[src/rtl/c16fd_pkg.sv]
// Shared types and constants for the CRC-16 frame deframer.
package c16fd_pkg;

    localparam logic [15:0] CRC_START = 16'hFFFF;

    typedef logic [1:0] cfg_index_t;

    localparam cfg_index_t CFG_SYNC_FIRST  = 2'd0;
    localparam cfg_index_t CFG_SYNC_SECOND = 2'd1;
    localparam cfg_index_t CFG_MAX_PAYLOAD = 2'd2;
    localparam cfg_index_t CFG_CRC_POLY    = 2'd3;

    typedef enum logic [9:0] {
        PS_SYNC0  = 10'b00_0000_0001,
        PS_SYNC1  = 10'b00_0000_0010,
        PS_TYPE   = 10'b00_0000_0100,
        PS_LEN0   = 10'b00_0000_1000,
        PS_LEN1   = 10'b00_0001_0000,
        PS_LEN2   = 10'b00_0010_0000,
        PS_LEN3   = 10'b00_0100_0000,
        PS_BODY   = 10'b00_1000_0000,
        PS_CRC_HI = 10'b01_0000_0000,
        PS_CRC_LO = 10'b10_0000_0000
    } parse_state_t;

    typedef enum logic [3:0] {
        RP_IDLE  = 4'b0001,
        RP_ISSUE = 4'b0010,
        RP_LOAD  = 4'b0100,
        RP_EMPTY = 4'b1000
    } replay_state_t;

    typedef struct packed {
        logic       start;
        logic       init;
        logic [7:0] data;
    } crc_cmd_t;

endpackage

[src/rtl/c16fd_ram.sv]
// Generic single-write, single-read RAM with registered read data.
module c16fd_ram #(
    parameter int WIDTH  = 8,
    parameter int DEPTH  = 64,
    parameter int ADDR_W = (DEPTH > 1) ? $clog2(DEPTH) : 1
) (
    input  logic              clk,
    input  logic              we,
    input  logic [ADDR_W-1:0] waddr,
    input  logic [WIDTH-1:0]  wdata,
    input  logic              re,
    input  logic [ADDR_W-1:0] raddr,
    output logic [WIDTH-1:0]  rdata
);

    logic [WIDTH-1:0] mem [DEPTH];
    logic [WIDTH-1:0] rdata_reg;

    always_ff @(posedge clk)
    begin
        if (we)
        begin
            mem[waddr] <= wdata;
        end
        if (re)
        begin
            rdata_reg <= mem[raddr];
        end
    end

    assign rdata = rdata_reg;

endmodule

[src/rtl/c16fd_crc.sv]
// Bit-serial CRC-16 unit: folds in one byte at a time, shifting it in bit by bit.
module c16fd_crc (
    input  logic                clk,
    input  logic                rst_n,
    input  c16fd_pkg::crc_cmd_t cmd,
    input  logic [15:0]         poly,
    output logic                busy,
    output logic [15:0]         crc
);
    import c16fd_pkg::*;

    logic [15:0] crc_reg, crc_next;
    logic [3:0]  cnt_reg, cnt_next;
    logic [15:0] base;

    always_comb
    begin
        base     = cmd.init ? CRC_START : crc_reg;
        crc_next = crc_reg;
        cnt_next = cnt_reg;
        if (cmd.start)
        begin
            crc_next = base ^ {cmd.data, 8'h00};
            cnt_next = 4'd8;
        end
        else if (cnt_reg != 4'd0)
        begin
            crc_next = crc_reg[15] ? ({crc_reg[14:0], 1'b0} ^ poly)
                                   : {crc_reg[14:0], 1'b0};
            cnt_next = cnt_reg - 4'd1;
        end
    end

    always_ff @(posedge clk or negedge rst_n)
    begin
        if (!rst_n)
        begin
            crc_reg <= CRC_START;
            cnt_reg <= 4'd0;
        end
        else
        begin
            crc_reg <= crc_next;
            cnt_reg <= cnt_next;
        end
    end

    assign busy = (cnt_reg != 4'd0);
    assign crc  = crc_reg;

endmodule

[src/rtl/crc16_frame_deframer.sv]
// Top level of the sync/length/CRC-16 frame deframer.
//
// Input channel (in_valid/in_ready, rx_byte) takes one received byte per
// transaction. Sync bytes, a repeat of the first sync byte and the low CRC
// byte are taken back to back; the high CRC byte waits for the CRC unit.
// Type, length and payload bytes pass through the bit-serial CRC unit, so
// the next byte is held off until the CRC unit has shifted that byte in.
// When the low CRC byte matches, the frame is replayed on the output channel
// (out_valid/out_ready) as one transaction per payload byte, or a single
// transaction with has_byte low for an empty frame. Each replayed result
// takes a store read and an output load; input is held off during replay.
// Results sit in an output register: a stalled receiver holds the replay,
// and the last result may wait there while the next frame is received.
// Configuration is a plain write port (cfg_we, cfg_index, cfg_data).
// Reset returns the parser to the sync hunt and the registers to defaults;
// the payload store is not cleared.
module crc16_frame_deframer #(
    parameter int STORE_DEPTH = 64
) (
    input  logic                   clk,
    input  logic                   rst_n,
    input  logic                   cfg_we,
    input  c16fd_pkg::cfg_index_t  cfg_index,
    input  logic [15:0]            cfg_data,
    input  logic                   in_valid,
    output logic                   in_ready,
    input  logic [7:0]             rx_byte,
    output logic                   out_valid,
    input  logic                   out_ready,
    output logic [7:0]             frame_type,
    output logic [6:0]             frame_length,
    output logic                   has_byte,
    output logic [5:0]             byte_index,
    output logic [7:0]             payload_data,
    output logic                   last
);
    import c16fd_pkg::*;

    localparam int          ADDR_W  = (STORE_DEPTH > 1) ? $clog2(STORE_DEPTH) : 1;
    localparam logic [6:0]  DEPTH_W = 7'(STORE_DEPTH);

    logic [7:0]  sync_first_reg, sync_second_reg;
    logic [6:0]  max_payload_reg;
    logic [15:0] crc_poly_reg;

    parse_state_t  ps_reg, ps_next;
    replay_state_t rp_reg, rp_next;

    logic [7:0]  type_reg, type_next;
    logic [7:0]  len_lo_reg, len_lo_next;
    logic        len_hnz_reg, len_hnz_next;
    logic [6:0]  len_reg, len_next;
    logic [6:0]  fill_reg, fill_next;
    logic [7:0]  crc_hi_reg, crc_hi_next;
    logic [6:0]  k_reg, k_next;

    logic        ov_reg, ov_next;
    logic [7:0]  o_type_reg, o_type_next;
    logic [6:0]  o_len_reg, o_len_next;
    logic        o_has_reg, o_has_next;
    logic [5:0]  o_idx_reg, o_idx_next;
    logic [7:0]  o_data_reg, o_data_next;
    logic        o_last_reg, o_last_next;

    crc_cmd_t    crc_cmd;
    logic        crc_busy;
    logic [15:0] crc_val;

    logic        accept;
    logic        out_free;
    logic [6:0]  limit;
    logic        ram_we, ram_re;
    logic [7:0]  ram_rdata;

    c16fd_crc u_crc (
        .clk   (clk),
        .rst_n (rst_n),
        .cmd   (crc_cmd),
        .poly  (crc_poly_reg),
        .busy  (crc_busy),
        .crc   (crc_val)
    );

    c16fd_ram #(
        .WIDTH (8),
        .DEPTH (STORE_DEPTH)
    ) u_store (
        .clk   (clk),
        .we    (ram_we),
        .waddr (fill_reg[ADDR_W-1:0]),
        .wdata (rx_byte),
        .re    (ram_re),
        .raddr (k_reg[ADDR_W-1:0]),
        .rdata (ram_rdata)
    );

    always_ff @(posedge clk or negedge rst_n)
    begin
        if (!rst_n)
        begin
            sync_first_reg  <= 8'hAB;
            sync_second_reg <= 8'hCD;
            max_payload_reg <= 7'd64;
            crc_poly_reg    <= 16'h1021;
        end
        else if (cfg_we)
        begin
            case (cfg_index)
                CFG_SYNC_FIRST:  sync_first_reg  <= cfg_data[7:0];
                CFG_SYNC_SECOND: sync_second_reg <= cfg_data[7:0];
                CFG_MAX_PAYLOAD: max_payload_reg <= cfg_data[6:0];
                CFG_CRC_POLY:    crc_poly_reg    <= cfg_data;
                default:         ;
            endcase
        end
    end

    assign limit    = (max_payload_reg > DEPTH_W) ? DEPTH_W : max_payload_reg;
    assign in_ready = (rp_reg == RP_IDLE) && !crc_busy;
    assign accept   = in_valid && in_ready;
    assign out_free = !ov_reg || out_ready;

    always_comb
    begin
        ps_next      = ps_reg;
        rp_next      = rp_reg;
        type_next    = type_reg;
        len_lo_next  = len_lo_reg;
        len_hnz_next = len_hnz_reg;
        len_next     = len_reg;
        fill_next    = fill_reg;
        crc_hi_next  = crc_hi_reg;
        k_next       = k_reg;
        crc_cmd      = '{start: 1'b0, init: 1'b0, data: rx_byte};
        ram_we       = 1'b0;
        ram_re       = 1'b0;

        ov_next      = ov_reg && !out_ready;
        o_type_next  = o_type_reg;
        o_len_next   = o_len_reg;
        o_has_next   = o_has_reg;
        o_idx_next   = o_idx_reg;
        o_data_next  = o_data_reg;
        o_last_next  = o_last_reg;

        if (accept)
        begin
            case (ps_reg)
                PS_SYNC0:
                begin
                    if (rx_byte == sync_first_reg)
                    begin
                        ps_next = PS_SYNC1;
                    end
                end
                PS_SYNC1:
                begin
                    if (rx_byte == sync_second_reg)
                    begin
                        ps_next = PS_TYPE;
                    end
                    else if (rx_byte != sync_first_reg)
                    begin
                        ps_next = PS_SYNC0;
                    end
                end
                PS_TYPE:
                begin
                    type_next     = rx_byte;
                    crc_cmd.start = 1'b1;
                    crc_cmd.init  = 1'b1;
                    ps_next       = PS_LEN0;
                end
                PS_LEN0:
                begin
                    len_lo_next   = rx_byte;
                    len_hnz_next  = 1'b0;
                    crc_cmd.start = 1'b1;
                    ps_next       = PS_LEN1;
                end
                PS_LEN1:
                begin
                    len_hnz_next  = len_hnz_reg | (|rx_byte);
                    crc_cmd.start = 1'b1;
                    ps_next       = PS_LEN2;
                end
                PS_LEN2:
                begin
                    len_hnz_next  = len_hnz_reg | (|rx_byte);
                    crc_cmd.start = 1'b1;
                    ps_next       = PS_LEN3;
                end
                PS_LEN3:
                begin
                    crc_cmd.start = 1'b1;
                    len_next      = len_lo_reg[6:0];
                    if (!len_hnz_reg && (rx_byte == 8'd0) && (len_lo_reg == 8'd0))
                    begin
                        ps_next = PS_CRC_HI;
                    end
                    else if (len_hnz_reg || (|rx_byte) || (len_lo_reg > {1'b0, limit}))
                    begin
                        ps_next = PS_SYNC0;
                    end
                    else
                    begin
                        fill_next = 7'd0;
                        ps_next   = PS_BODY;
                    end
                end
                PS_BODY:
                begin
                    ram_we        = (fill_reg < DEPTH_W);
                    fill_next     = fill_reg + 7'd1;
                    crc_cmd.start = 1'b1;
                    if ((fill_reg + 7'd1) >= len_reg)
                    begin
                        ps_next = PS_CRC_HI;
                    end
                end
                PS_CRC_HI:
                begin
                    crc_hi_next = rx_byte;
                    ps_next     = PS_CRC_LO;
                end
                PS_CRC_LO:
                begin
                    ps_next = PS_SYNC0;
                    if ({crc_hi_reg, rx_byte} == crc_val)
                    begin
                        k_next  = 7'd0;
                        rp_next = (len_reg == 7'd0) ? RP_EMPTY : RP_ISSUE;
                    end
                end
                default:
                begin
                    ps_next = PS_SYNC0;
                end
            endcase
        end

        case (rp_reg)
            RP_IDLE: ;
            RP_ISSUE:
            begin
                ram_re  = 1'b1;
                rp_next = RP_LOAD;
            end
            RP_LOAD:
            begin
                if (out_free)
                begin
                    ov_next     = 1'b1;
                    o_type_next = type_reg;
                    o_len_next  = len_reg;
                    o_has_next  = 1'b1;
                    o_idx_next  = k_reg[5:0];
                    o_data_next = ram_rdata;
                    o_last_next = ((k_reg + 7'd1) == len_reg);
                    k_next      = k_reg + 7'd1;
                    rp_next     = ((k_reg + 7'd1) == len_reg) ? RP_IDLE : RP_ISSUE;
                end
            end
            RP_EMPTY:
            begin
                if (out_free)
                begin
                    ov_next     = 1'b1;
                    o_type_next = type_reg;
                    o_len_next  = 7'd0;
                    o_has_next  = 1'b0;
                    o_idx_next  = 6'd0;
                    o_data_next = 8'd0;
                    o_last_next = 1'b1;
                    rp_next     = RP_IDLE;
                end
            end
            default:
            begin
                rp_next = RP_IDLE;
            end
        endcase
    end

    always_ff @(posedge clk or negedge rst_n)
    begin
        if (!rst_n)
        begin
            ps_reg      <= PS_SYNC0;
            rp_reg      <= RP_IDLE;
            ov_reg      <= 1'b0;
            type_reg    <= 8'd0;
            len_lo_reg  <= 8'd0;
            len_hnz_reg <= 1'b0;
            len_reg     <= 7'd0;
            fill_reg    <= 7'd0;
            crc_hi_reg  <= 8'd0;
            k_reg       <= 7'd0;
        end
        else
        begin
            ps_reg      <= ps_next;
            rp_reg      <= rp_next;
            ov_reg      <= ov_next;
            type_reg    <= type_next;
            len_lo_reg  <= len_lo_next;
            len_hnz_reg <= len_hnz_next;
            len_reg     <= len_next;
            fill_reg    <= fill_next;
            crc_hi_reg  <= crc_hi_next;
            k_reg       <= k_next;
        end
    end

    always_ff @(posedge clk)
    begin
        o_type_reg <= o_type_next;
        o_len_reg  <= o_len_next;
        o_has_reg  <= o_has_next;
        o_idx_reg  <= o_idx_next;
        o_data_reg <= o_data_next;
        o_last_reg <= o_last_next;
    end

    assign out_valid    = ov_reg;
    assign frame_type   = o_type_reg;
    assign frame_length = o_len_reg;
    assign has_byte     = o_has_reg;
    assign byte_index   = o_idx_reg;
    assign payload_data = o_data_reg;
    assign last         = o_last_reg;

endmodule
[config.mk]
export PLATFORM = sky130hd
export DESIGN_NAME = crc16_frame_deframer
export DESIGN_NICKNAME = d
export VERILOG_FILES = /design/src/rtl/c16fd_pkg.sv /design/src/rtl/c16fd_ram.sv /design/src/rtl/c16fd_crc.sv /design/src/rtl/crc16_frame_deframer.sv
export SDC_FILE = /design/constraint.sdc
export NUM_CORES = 1
export LEC_CHECK = 0
export BUFFER_PORTS_ARGS = -buffer_cell sky130_fd_sc_hd__buf_2
export CAP_MARGIN = 0
export CORE_MARGIN = 5
export CORE_UTILIZATION = 40
export DETAILED_ROUTE_END_ITERATION = 7
export HOLD_SLACK_MARGIN = 0.05
export PLACE_DENSITY = 0.52
export SYNTH_ARGS = -nofsm -noshare
export SYNTH_HDL_FRONTEND = slang
export SYNTH_HIERARCHICAL = 1
export SYNTH_SLANG_ARGS = --single-unit
[constraint.sdc]
create_clock -name clk -period 10 [get_ports clk]
set_clock_uncertainty 0.05 [all_clocks]
set_input_delay 1 -clock clk [delete_from_list [all_inputs] [get_ports clk]]
set_output_delay 1 -clock clk [all_outputs]
set_load 0.005 [all_outputs]
== Yosys cells after proc, flatten, opt, wreduce, memory -nomap -nowiden ==
Memory sizes are Yosys's and may differ from the RTL's. A register that Yosys moved wholly into a read port is not among the register bits.
Index checks and enable logic that the tools add are counted.

* Flip-flop bits (word level): 151
* RAM bits: 512
* Input bits: 31
* Output and inout port bits: 33
* Logic and storage cells: 155
* Memories kept: 1

* Add/subtract/negate cells: 3
* Order comparisons: 4
* Eq/ne operators: 29
* Mux-type cells: 55
* Bitwise gates (word level): 3
* Reduce and logical (&&, ||, !) cells: 38

{| class="wikitable"
|+ Memories
! memory !! words !! width !! rd ports !! clocked after Yosys merged registers in !! wr ports !! RTL line !! RTL
|-
| u_store.mem || 64 || 8 || 1 || 1 || 1 || c16fd_ram.sv:16 || <nowiki>logic [WIDTH-1:0] mem [DEPTH];</nowiki>
|}

{| class="wikitable"
|+ Operators with widths
! kind !! count
|-
| $pmux 10 s9 || 1
|-
| $mux 7 || 10
|-
| $mux 16 || 4
|-
| $mux 10 || 4
|-
| $mux 4 || 8
|-
| $xor 16x16->16 || 2
|-
| $pmux 7 s2 || 2
|-
| $mux 8 || 3
|-
| $reduce_and 2->1 || 10
|-
| $eq 16x16->1 || 1
|-
| $eq 8x8->1 || 2
|-
| $logic_not 8->1 || 2
|-
| $pmux 4 s4 || 1
|-
| $pmux 8 s2 || 1
|-
| $add 7x1->7 const B || 2
|-
| $mux 1 || 12
|-
| $mux 6 || 2
|-
| $ne 2x2->1 const B || 6
|-
| $pmux 6 s2 || 1
|-
| $eq 10x1->1 const B || 1
|-
| $eq 10x10->1 const B || 1
|-
| $eq 10x2->1 const B || 1
|-
| $eq 10x3->1 const B || 1
|-
| $eq 10x4->1 const B || 1
|-
| 35 further kinds || 53
|}

== Logic depth before layout (Yosys ltp) ==
* Depth in word-level cells: 8
* Depth in mapped cells: 12
* Mapped depth without buffers: 10

== By module ==
The synthesis kept the hierarchy.

{| class="wikitable"
|+ By module, submodules not included
! module !! instances !! cells each !! area an instance (um^2)
|-
| c16fd_ram || 1 || 940 || 20246.9
|-
| crc16_frame_deframer || 1 || 514 || 6418.7
|-
| c16fd_crc || 1 || 141 || 1335.0
|}

== Worst setup path after synthesis ==
Ideal clock, no wire load.

* Path kind: register to register
* From: reg u_crc.cnt_reg[0]
* To: mem u_store.mem[62][0] (enable)
* Data arrival time: 2.863 ns
* Slack: 6.716 ns
* Cell stages (with the launch flop): 11
* Path buffers: 0
* Cells stage by stage: dfrtp_1 inv_1 ha_1 nor3b_4 inv_2 nor3_4 nand2_2 nor3_1 nor2b_1 nand3_1 nor2_1

* Longest elaborated chain between the ends: 7

{| class="wikitable"
|+ RTL lines
! element !! RTL line !! RTL
|-
| from (decl) || c16fd_crc.sv:13 || <nowiki>logic [3:0] cnt_reg, cnt_next;</nowiki>
|-
| from (signal assigned) || c16fd_crc.sv:44 || <nowiki>cnt_reg <= cnt_next;</nowiki>
|-
| $reduce_bool 4->1 || c16fd_crc.sv:48 || <nowiki>assign busy = (cnt_reg != 4'd0);</nowiki>
|-
| via crc_busy || crc16_frame_deframer.sv:66 || <nowiki>logic crc_busy;</nowiki>
|-
| $logic_not 1->1 || crc16_frame_deframer.sv:119 || <nowiki>assign in_ready = (rp_reg == RP_IDLE) && !crc_busy;</nowiki>
|-
| $logic_and 1x1->1 || crc16_frame_deframer.sv:119 ||
|-
| via in_ready || crc16_frame_deframer.sv:26 || <nowiki>output logic in_ready,</nowiki>
|-
| $logic_and 1x1->1 || crc16_frame_deframer.sv:120 || <nowiki>assign accept = in_valid && in_ready;</nowiki>
|-
| $mux 1 || crc16_frame_deframer.sv:146 || <nowiki>if (accept)</nowiki>
|-
| via ram_we || crc16_frame_deframer.sv:72 || <nowiki>logic ram_we, ram_re;</nowiki>
|-
| $mux 1 || c16fd_ram.sv:21 || <nowiki>if (we)</nowiki>
|-
| $mux 1 (not written as such) || c16fd_ram.sv:23 || <nowiki>mem[waddr] <= wdata;</nowiki>
|-
| to (decl) || c16fd_ram.sv:16 ||
|}

The timed path passes the listed nets, and every way through them passes these cells.

== Worst setup path after layout ==
* From: reg u_crc.cnt_reg[0]
* To: mem u_store.mem[19][1] (enable)

* Longest elaborated chain between the ends: 7

{| class="wikitable"
|+ RTL lines
! element !! RTL line
|-
| $reduce_bool 4->1 || c16fd_crc.sv:48
|-
| via crc_busy || crc16_frame_deframer.sv:66
|-
| $logic_not 1->1 || crc16_frame_deframer.sv:119
|-
| $logic_and 1x1->1 || crc16_frame_deframer.sv:119
|-
| $logic_and 1x1->1 || crc16_frame_deframer.sv:120
|-
| $mux 1 || crc16_frame_deframer.sv:146
|-
| via ram_we || crc16_frame_deframer.sv:72
|-
| $mux 1 || c16fd_ram.sv:21
|-
| $mux 1 (not written as such) || c16fd_ram.sv:23
|}

The timed path passes the listed nets, and every way through them passes these cells.

==> reports/results.txt <==
TNS Setup: 0 ns
Startpoint types: flip-flop
Worst slew pin tran: 1.46 ns
Worst Path Required: 10.18 ns
Inst Count DP: 2,548
Core Area: 69,800 um^2
RSZ-0062 raised after global routing: no
1st-iter DRT viols: 1,136
CP Cell Sequence: inv_1 -> ha_1 -> nor3b_4 -> inv_2 -> nor3_4 -> nand2_2 -> nor3_1 -> nand3_1 -> nor2_1
Vias in the first global route: 15,300
Synth top area share: 0.591
First-pass GRT wire length: 104,000 um
Most common cell after layout, fill and taps aside: edfxtp_1
I/O pin count: 64
Grt ovf: 0
Top_reg_cell synth: edfxtp_1
Post-synth EDFFs: 551
Total vias in the final route: 14,800
FF+latch count, synth: 671
IO Port Bufs: 63
N_diodes: 0
Seq pwr share: 0.518
Critical-path maximum fanout: 15
DP Wirelength: 44,700 um
DRT Wirelength: 70,500 um
Count of unique library cells instantiated by Yosys: 83
WS Path Type: flip-flop to flip-flop
Chip Height: 275 um
Worst path top cell family by delay: simple AND/OR/NAND/NOR gates
First-pass DRT Iterations: 5
Outcome: finished clean
Total GRT Usage: 0.188
Synth Area per Inst: 17.6 um^2
Synth area leaders: edfxtp_1 59%, mux4_2 10%, dfrtp_1 7.9%
CTS Root Cell: clkbuf_16
Reg2Reg Setup Slack: 4.36 ns
Cell count after synthesis: 1,595
Die W: 275 um
Max cap viols: 0
Final setup fails: 0
Area leader, netlist: edfxtp_1
Post-cts hold buffer count: 0
CP Data Arrival Time: 5.82 ns
Die footprint: 75,400 um^2
Wire length per cell: 26.4 um
Post-Layout Cell Count: 2,673
Cell Area, Synth: 28,000 um^2
Clock slew at reported path FFs: 0.06 ns
CP peak stage delay: 1.19 ns
Clock share of power: 0.393
Residual DRC: 0
Pins Over Slew Limit: 0
Worst reg-to-reg path cell count: 9
Starting Density: 0.401
Combinational power share: 0.089
Cts bufs inserted: 71
Syn Nets: 1,643
Worst path bufs/invs: 2
Post-CTS setup buffers: 0
Nets@finish: 1,729
Fill cells: 6,070
P&R area growth vs syn: 12.4%
Antenna violations before repair: 0
Worst Hold Class: input port to asynchronous set/reset pin
Hold Fails Final Rpt: 0
LEAKAGE: 10.2 nW
Slew margin rel.: 0.0224
NetSw: 0.00150 W
Yosys warns: 6
CTS Buffer Depth: 3
Largest register FFs: 512
Sw frac: 0.235
Max Freq: 177 MHz
Vias per cell: 5.53
Clk_lat worst skew: 0.61 ns
R2R Path End: u_store/mem[19][1]$_DFFE_PP_
Tcrit/Tclk final: 0.564
TritonCTS clock tree: yes
Async set-reset flop share out of synthesis: 0.179
Pin count of the biggest net entering global routing: 114
CTS sink cnt: 671
Worst vdd ir: 0.000125 V
Most frequent cells in the layout: 551 x edfxtp_1, 126 x mux4_2, 118 x nor2_1
Part of the Yosys area used for sequential elements: 0.700
Power Internal: 0.00487 W
Post-layout min period: 5.64 ns
CTS resizes: 0
Slowest cell on the critical path: nor3_1
Final Power: 0.00637 W
Worst r2r src: u_crc/cnt_reg[0]$_DFFE_PN0P_
Row count: 97
CP Capture Type: flip-flop
Share of cells above drive strength 1: 0.258
GPL Wtd Cong: 0.790
ANT nets after route: 0
Max H-tree Level: 3
PwrDens: 202 nW/um^2
cells in the mapped netlist (all sizes together) (8+ instances only):
library cell / n
clkbuf: 34
o22ai: 9
dfrtp: 88
o221ai: 8
mux2i: 29
a211oi: 9
a21oi: 14
o21ai: 37
xnor2: 44
nor4: 11
or3: 10
nand3: 36
edfxtp: 551
and2: 17
buf: 43
dfstp: 32
nand2: 58
ha: 17
mux2: 86
and3: 11
nand4: 12
o211ai: 8
nor2: 122
mux4: 126
inv: 16
nand2b: 13
nor3: 21
nor2b: 19
xor2: 17
cell type report:
class	instances	area (um^2)	share of cell area
clock buffer	97	1890	0.0602
clock inverter	28	295	0.00938
inverter	16	60.1	0.00191
multi-input combinational	831	7920	0.252
sequential	671	19600	0.623
tap	940	1180	0.0374
timing repair buffer	90	533	0.0169
power by group through the flow:
| stage | clock (W) | combinational (W) | sequential [W] |
|---|---|---|---|
| global placement | 0 | 0.000561 | 0.00335 |
| detailed placement | 0 | 0.000570 | 0.00336 |
| finish | 0.00250 | 0.000565 | 0.00330 |
| floorplan | 0 | 0.000436 | 0.00330 |
| CTS | 0.00257 | 0.000573 | 0.00330 |
| global route | 0.00269 | 0.000626 | 0.00332 |
worst max-delay path by stage:
stage / from / endpoint / slack, ns / cells after the start
final: u_crc/cnt_reg[0]$_DFFE_PN0P_ / u_store/mem[19][1]$_DFFE_PP_ / 4.36 / 9
after global placement: u_crc/cnt_reg[0]$_DFFE_PN0P_ / u_store/mem[46][4]$_DFFE_PP_ / 4.77 / 10
after CTS: u_crc/cnt_reg[0]$_DFFE_PN0P_ / u_store/mem[21][2]$_DFFE_PP_ / 4.53 / 9
after floorplan: u_crc/cnt_reg[0]$_DFFE_PN0P_ / u_store/mem[62][0]$_DFFE_PP_ / 6.72 / 10
after global routing: u_crc/cnt_reg[0]$_DFFE_PN0P_ / u_store/mem[62][1]$_DFFE_PP_ / 4.22 / 10
after detailed placement: u_crc/cnt_reg[0]$_DFFE_PN0P_ / u_store/mem[21][6]$_DFFE_PP_ / 4.57 / 9
through the flow:
step           cell area (um^2)  setup WS (ns)  hold slack, ns  utilization
6_report                  31500           4.36           0.270        0.451
5_1_grt                   31500           4.22           0.273        0.451
4_1_cts                   31500           4.53           0.244        0.451
3_5_place_dp              29300           4.57           0.381        0.420
3_3_place_gp              29300           4.77           0.380        0.420
2_1_floorplan             28000           6.72           0.368            -
cells by family after synthesis:
| logic type | share of synthesized area |
|---|---|
| simple gates | 0.0695 |
| xor+xnor | 0.0207 |
| buf+inv | 0.0179 |
| mux | 0.147 |
| compound gates | 0.0374 |
| fa+ha+maj | 0.00760 |
| flops | 0.700 |
worst reg2reg max path, delay by kind of cell (launching register included):
kind,cells,cell delay (ns)
buffers and inverters,2,0.39
AND/OR/NAND/NOR,6,4.22
flip-flops,1,0.37
adder cells (fa/ha/maj),1,0.23
layer usage:
| metal | vias to the layer above | wire length (um) | track usage |
|---|---|---|---|
| met4 | 0 | 2140 | 0.0564 |
| li1 | 6479 | - | - |
| met3 | 95 | 3730 | 0.0372 |
| met2 | 410 | 34300 | 0.303 |
| met5 | - | 0 | 0 |
| met1 | 7794 | 30400 | 0.260 |
(Power assumes the default switching activity.)
